### src/hw/rtl/pfsf_pkg.sv
// Shared types, constants and helpers of the page framebuffer span fill block.
package pfsf_pkg;

  localparam int DISPLAY_WIDTH  = 128;
  localparam int DISPLAY_HEIGHT = 64;

  localparam int STORE_DEPTH = 1024;
  localparam int STORE_AW    = 10;
  localparam int BYTE_W      = 8;

  localparam int PAGES    = (DISPLAY_HEIGHT + 7) / 8;
  localparam int FULL_AW  = $clog2(DISPLAY_WIDTH * PAGES);
  localparam int ADDR_W   = (FULL_AW > STORE_AW) ? FULL_AW : STORE_AW;
  localparam int MAX_DIM  = (DISPLAY_WIDTH > DISPLAY_HEIGHT) ? DISPLAY_WIDTH : DISPLAY_HEIGHT;
  localparam int COORD_W  = $clog2(MAX_DIM + 1);
  localparam int CNT_W    = $clog2(DISPLAY_WIDTH);

  localparam int OP_W    = 3;
  localparam int COORD_IN_W = 16;
  localparam int COLOR_W = 2;
  localparam int CALC_W  = COORD_IN_W + 2;

  typedef enum logic [OP_W-1:0] {
    OP_PIXEL = 3'd0,
    OP_HSPAN = 3'd1,
    OP_VSPAN = 3'd2,
    OP_READ  = 3'd3,
    OP_CLEAR = 3'd4
  } op_e;

  typedef enum logic [COLOR_W-1:0] {
    COL_CLEAR  = 2'd0,
    COL_SET    = 2'd1,
    COL_INVERT = 2'd2,
    COL_NONE   = 2'd3
  } color_e;

  typedef struct packed {
    logic [OP_W-1:0]              op;
    logic signed [COORD_IN_W-1:0] x;
    logic signed [COORD_IN_W-1:0] y;
    logic signed [COORD_IN_W-1:0] length;
    color_e                       color;
    logic [STORE_AW-1:0]          read_index;
  } item_t;

  // Walk plan for one drawing item: a run of byte addresses with masks.
  typedef struct packed {
    logic              draw;
    logic              step_page;   // step by one page row instead of one byte
    logic [ADDR_W-1:0] first_addr;
    logic [CNT_W-1:0]  count;       // bytes to touch, minus one
    logic [BYTE_W-1:0] mask_first;
    logic [BYTE_W-1:0] mask_last;
    logic [BYTE_W-1:0] mask_mid;
  } plan_t;

  function automatic logic [BYTE_W-1:0] paint_byte(logic [BYTE_W-1:0] old,
                                                   logic [BYTE_W-1:0] mask,
                                                   color_e color);
    logic [BYTE_W-1:0] res;
    unique case (color)
      COL_CLEAR:  res = old & ~mask;
      COL_SET:    res = old | mask;
      COL_INVERT: res = old ^ mask;
      COL_NONE:   res = old;
    endcase
    return res;
  endfunction

endpackage

### src/hw/rtl/pfsf_plan.sv
// Clips a pixel or span item to the display and turns it into a byte walk plan.
module pfsf_plan (
  input  pfsf_pkg::item_t item_i,
  output pfsf_pkg::plan_t plan_o
);

  always_comb begin
    logic                               is_h;
    logic signed [pfsf_pkg::CALC_W-1:0] start_s, end_s, lim_s, lo_s, hi_s, last_s;
    logic signed [pfsf_pkg::CALC_W-1:0] x_s, y_s;
    logic                               x_in, y_in, span_ok;
    logic [pfsf_pkg::COORD_W-1:0]       x_c, y_c, lo_c, last_c;

    is_h    = (item_i.op == pfsf_pkg::OP_HSPAN);
    x_s     = pfsf_pkg::CALC_W'(item_i.x);
    y_s     = pfsf_pkg::CALC_W'(item_i.y);
    x_in    = (x_s >= 0) && (x_s < pfsf_pkg::CALC_W'(pfsf_pkg::DISPLAY_WIDTH));
    y_in    = (y_s >= 0) && (y_s < pfsf_pkg::CALC_W'(pfsf_pkg::DISPLAY_HEIGHT));
    start_s = is_h ? x_s : y_s;
    lim_s   = is_h ? pfsf_pkg::CALC_W'(pfsf_pkg::DISPLAY_WIDTH)
                   : pfsf_pkg::CALC_W'(pfsf_pkg::DISPLAY_HEIGHT);
    end_s   = start_s + pfsf_pkg::CALC_W'(item_i.length);
    lo_s    = (start_s < 0) ? '0 : start_s;
    hi_s    = (end_s > lim_s) ? lim_s : end_s;
    last_s  = hi_s - pfsf_pkg::CALC_W'(1);
    span_ok = (item_i.length > 0) && (lo_s < hi_s);
    x_c     = x_s[pfsf_pkg::COORD_W-1:0];
    y_c     = y_s[pfsf_pkg::COORD_W-1:0];
    lo_c    = lo_s[pfsf_pkg::COORD_W-1:0];
    last_c  = last_s[pfsf_pkg::COORD_W-1:0];

    plan_o            = '0;
    plan_o.mask_first = '1;
    plan_o.mask_last  = '1;
    plan_o.mask_mid   = '1;
    unique case (item_i.op)
      pfsf_pkg::OP_PIXEL: begin
        plan_o.draw       = x_in && y_in;
        plan_o.first_addr = pfsf_pkg::ADDR_W'(x_c)
                          + pfsf_pkg::ADDR_W'(y_c >> 3)
                          * pfsf_pkg::ADDR_W'(pfsf_pkg::DISPLAY_WIDTH);
        plan_o.mask_mid   = pfsf_pkg::BYTE_W'(1) << y_c[2:0];
      end
      pfsf_pkg::OP_HSPAN: begin
        plan_o.draw       = y_in && span_ok;
        plan_o.first_addr = pfsf_pkg::ADDR_W'(lo_c)
                          + pfsf_pkg::ADDR_W'(y_c >> 3)
                          * pfsf_pkg::ADDR_W'(pfsf_pkg::DISPLAY_WIDTH);
        plan_o.count      = pfsf_pkg::CNT_W'(last_c - lo_c);
        plan_o.mask_mid   = pfsf_pkg::BYTE_W'(1) << y_c[2:0];
      end
      pfsf_pkg::OP_VSPAN: begin
        plan_o.draw       = x_in && span_ok;
        plan_o.step_page  = 1'b1;
        plan_o.first_addr = pfsf_pkg::ADDR_W'(x_c)
                          + pfsf_pkg::ADDR_W'(lo_c >> 3)
                          * pfsf_pkg::ADDR_W'(pfsf_pkg::DISPLAY_WIDTH);
        plan_o.count      = pfsf_pkg::CNT_W'((last_c >> 3) - (lo_c >> 3));
        plan_o.mask_first = 8'hFF << lo_c[2:0];
        plan_o.mask_last  = 8'hFF >> (3'd7 - last_c[2:0]);
      end
      default: plan_o.draw = 1'b0;
    endcase
    if (item_i.color == pfsf_pkg::COL_NONE) begin
      plan_o.draw = 1'b0;
    end
  end

endmodule

### config.mk
export PLATFORM = sky130hd
export DESIGN_NAME = pfsf_plan
export DESIGN_NICKNAME = d
export VERILOG_FILES = /design/src/hw/rtl/pfsf_pkg.sv /design/src/hw/rtl/pfsf_plan.sv
export SDC_FILE = /design/constraint.sdc
export NUM_CORES = 1
export LEC_CHECK = 0
export ABC_CLOCK_PERIOD_IN_PS = 6900
export BUFFER_PORTS_ARGS = -buffer_cell sky130_fd_sc_hd__buf_2
export CORE_MARGIN = 5
export CORE_UTILIZATION = 40
export DETAILED_ROUTE_END_ITERATION = 8
export PLACE_DENSITY = 0.67
export SKIP_LAST_GASP = 1
export SLEW_MARGIN = 20
export SYNTH_ARGS = -nofsm -noshare
export SYNTH_HDL_FRONTEND = slang
export SYNTH_SLANG_ARGS = --single-unit
### constraint.sdc
create_clock -name vclk -period 6.9
set_input_delay 0.345 -clock vclk [all_inputs]
set_output_delay 0.345 -clock vclk [all_outputs]
set_load 0.01 [all_outputs]
---- After elaboration in Yosys (flattened, before gate mapping) ----
Cells that the tools add are included.
W data, S select, Z words.
storage, ports and cells
  flip-flop bits (word level) ............. 0
  bits in latches ......................... 0
  RAM bits ................................ 0
  memory bits (read-only) ................. 0
  input bits .............................. 63
  output and inout bits ................... 43
  memories ................................ 0
operators by class
  add/subtract/negate cells ............... 8
  $mul .................................... 0
  div/mod/pow operators ................... 0
  $lt $le $gt $ge ......................... 8
  eq/ne operators ......................... 3
  shifts and indexed selects .............. 3
  mux-type cells .......................... 11
  bitwise operators ....................... 0
  reductions and logical operators ........ 8
operators with widths
  kind                   count
  $mux W18               3
  $ge A16 B1 Y1 const B  2
  $add A8 B10 Y10        3
  $pmux W10 S3           1
  $add A18 B16 Y18       1
  $gt A18 B9 Y1          1
  $lt A18 B1 Y1 const B  1
  $lt A18 B18 Y1         1
  $gt A16 B1 Y1 const B  1
  $lt A16 B8 Y1 const B  1
  $lt A16 B9 Y1 const B  1
  $mux W16               1
  $mux W8                2
  $pmux W7 S2            1
  $shl A1 B3 Y8 const A  1
  $shl A8 B3 Y8 const A  1
  $shr A8 B3 Y8 const A  1
  $sub A8 B2 Y8 const B  1
  $sub A7 B7 Y7          1
  $logic_and A1 B1 Y1    6
  $sub A5 B5 Y6          1
  $eq A3 B1 Y1 const B   1
  $eq A3 B2 Y1 const B   1
  $logic_not A3 Y1       1
  5 further kinds        6

---- Longest topological paths before layout ----
  depth in word-level cells ............... 10
  depth in mapped cells ................... 34
  gate-level depth less buffers ........... 31

---- Least setup slack after synthesis ----
No wires, ideal clock.
  kind .................................... input to output
  start point ............................. input item_i[62] (netlist bit)
  end point ............................... output plan_o[30] (netlist bit)
  data arrival time ....................... 5917 ps
  required time ........................... 6555 ps
  path slack .............................. 638 ps
  stages .................................. 32
  cell sequence ........................... nor2_1 > and2_1 > clkbuf_1 > inv_1 > buf_1 > mux2i_1 > inv_1 > ha_1 > buf_6 > a21o_1 > nor2_1 > xnor2_1 > inv_1 > ha_1 > and3_1 > a41oi_1 > nor3_2 > nand4bb_2 > o21ai_4 > buf_6 > nand2_1 > ha_1 > inv_1 > ha_1 > ha_1 > nor2b_1 > o21ai_0 > nand2b_1 > a21o_1 > a21oi_1 > xor2_1 > o21ai_0
RTL lines
  what                line            RTL
  start: declaration  pfsf_plan.sv:3  input pfsf_pkg::item_t item_i,
  end: declaration    pfsf_plan.sv:4  output pfsf_pkg::plan_t plan_o

==> run summary <==
status -> finished clean
sequential cell count -> 0
area delta synth->final -> 20.1%
commonest non-fill, non-tap cell in the layout -> buf_2
DRC viols -> 0
vias in the first global route -> 3163
Yosys warning count -> 0
mean number of vias per cell -> 5.46
Seq/Total Area, Yosys -> 0%
f_max -> 0.156 GHz
final wirelength -> 8760 um
critical path class -> in2out
pin count of the biggest net entering global routing -> 17
Final Setup Violations -> 0
CP Data Required Time -> 6.55 ns
Syn Area/Cell -> 6.78 um2
Port Buf Inserts -> 94
# placed instances -> 613
dpl hpwl -> 7660 um
Crit Path Max Fanout -> 8
Die Wd -> 95.2 um
Max rail drop VDD -> 0.0357 mV
Pins Over Slew Limit -> 0
I/O Pins -> 106
layout cells sized above 1 -> 23.9%
Initial Util -> 40.5%
Critical Path AT -> 6.06 ns
std cell rows -> 31
critical path startpoint category -> input pin
die height -> 95.2 um
via count -> 3347
# clk buffers -> 0
CP Launch Point -> item_i[62]
Hold Path Stages -> 3
Synth Cell Area -> 0.00291 mm2
die area -> 0.00907 mm2
CP max stage delay -> 0.36 ns
post-synthesis cell count -> 429
1st-iter DRT viols -> 144
gpl congestion -> 0.860
CP endpoint kind -> primary output
Hold Crit Start -> item_i[11]
core area -> 0.00718 mm2
Hold Crit Class -> in2out
Final Hold Viols -> 0
Final Cycle Share -> 92.8%
# hold bufs at CTS -> 0
CP bufs+invs -> 5
pwr dens -> 128 mW/mm2
Max-slew headroom -> 56.1%
hold slack -> 0.974 ns
Register Area -> 0 um2
family with the most delay on the worst path -> simple AND/OR/NAND/NOR gates
slowest CP cell -> a211o_1
post-CTS sizing -> 0
CP dominant cell by count -> ha_1
drt pass-1 iters -> 4
fillers -> 743
Synth cell types -> 64
average wire per standard cell -> 14.3 um
Final min period -> 6.40 ns
initial antenna violation count -> 0
global-route wire length before repair -> 14200 um
nets -> 633
MaxCap Viol Count -> 0
setup bufs post-CTS -> 0
ANT nets after route -> 0
Cell Count, Final, Fillers Out -> 613
commonest non-fill, non-tap cells in the layout -> 94 x buf_2, 65 x nand2_1, 50 x ha_1
LEAKAGE -> 1.78 nW
Hold Path Sink -> plan_o[42]
Slew @ Worst Pin -> 0.652 ns
grt ovf -> 0
GRT Overall Usage -> 18.7%
ant diodes -> 0
## power breakdown
part | leakage [nW] | switching [mW] | total (mW) | internal [mW]
combinational | 1.78 | 0.250 | 0.448 | 0.197
sequential | 0 | 0 | 0 | 0
clock | 0 | 0 | 0 | 0
total | 1.78 | 0.250 | 0.448 | 0.197
## cell usage after synthesis (3+ instances only)
cell type,count,area (um2)
nand2_1,66,248
ha_1,51,638
nor2_1,32,120
a21oi_1,31,155
inv_1,29,109
o21ai_0,23,115
a21o_1,14,105
and2_1,14,87.6
nand2b_1,14,87.6
xnor2_1,14,123
xor2_1,9,78.8
nand3_1,8,40.0
nor2b_1,8,50.1
clkbuf_1,7,26.3
mux2i_1,7,70.1
nor3_1,7,35.0
nor4_1,7,43.8
o21a_1,6,45.0
or2_2,6,37.5
o22ai_1,5,31.3
and3_1,4,25.0
nand4_1,4,25.0
a211o_1,3,26.3
a311oi_1,3,26.3
fa_1,3,60.1
## metrics by stage
step	util (%)	power [mW]	area, um2	setup TNS, ns	setup slack, ns
after floorplan	-	0.332	2910	0	0.638
after global placement	48.2	0.432	3460	0	0.186
after detailed placement	48.2	0.439	3460	0	0.189
after CTS	48.2	0.442	3460	0	0.148
after global routing	48.6	0.507	3490	-0.0440	-0.0249
final	48.6	0.448	3490	0	0.497
## cell families after synthesis
logic type	synth area share, %
AOI/OAI and AO/OA	28.6
buffers and inverters	6.80
adders and majority gates	24.0
muxes	2.80
other	0.129
and+or+nand+nor	30.7
xor gates and xnor gates	6.93
## area by class of cell
| class | count | area, um2 | area share (%) |
|---|---|---|---|
| Timing Repair Buffer | 99 | 508 | 14.6 |
| Inverter | 31 | 116 | 3.33 |
| Tap cell | 99 | 124 | 3.55 |
| Multi-Input combinational cell | 384 | 2740 | 78.6 |
## worst max-delay path by stage
stage          slack (ns)         end  cells past startpoint
2_1_floorplan        0.64  plan_o[30]                     32
3_3_place_gp         0.19  plan_o[29]                     31
3_5_place_dp         0.19  plan_o[30]                     31
4_1_cts              0.15  plan_o[30]                     31
5_1_grt             -0.02  plan_o[30]                     31
6_report             0.50  plan_o[30]                     31
## worst min-delay path: cells and delay by family
| kind | cells | cell delay, ns |
|---|---|---|
| buffers and inverters | 2 | 0.22 |
| AOI/OAI and AO/OA | 1 | 0.07 |
## per-layer routing
layer / vias to the layer above / wire length [um] / track usage (%)
met5: - / 0 / 0
met4: 0 / 133 / 2.04
met3: 12 / 524 / 1.03
met2: 102 / 4230 / 35.2
met1: 1525 / 3870 / 23.9
li1: 1708 / - / -
Power figures use the tool's default switching activity.
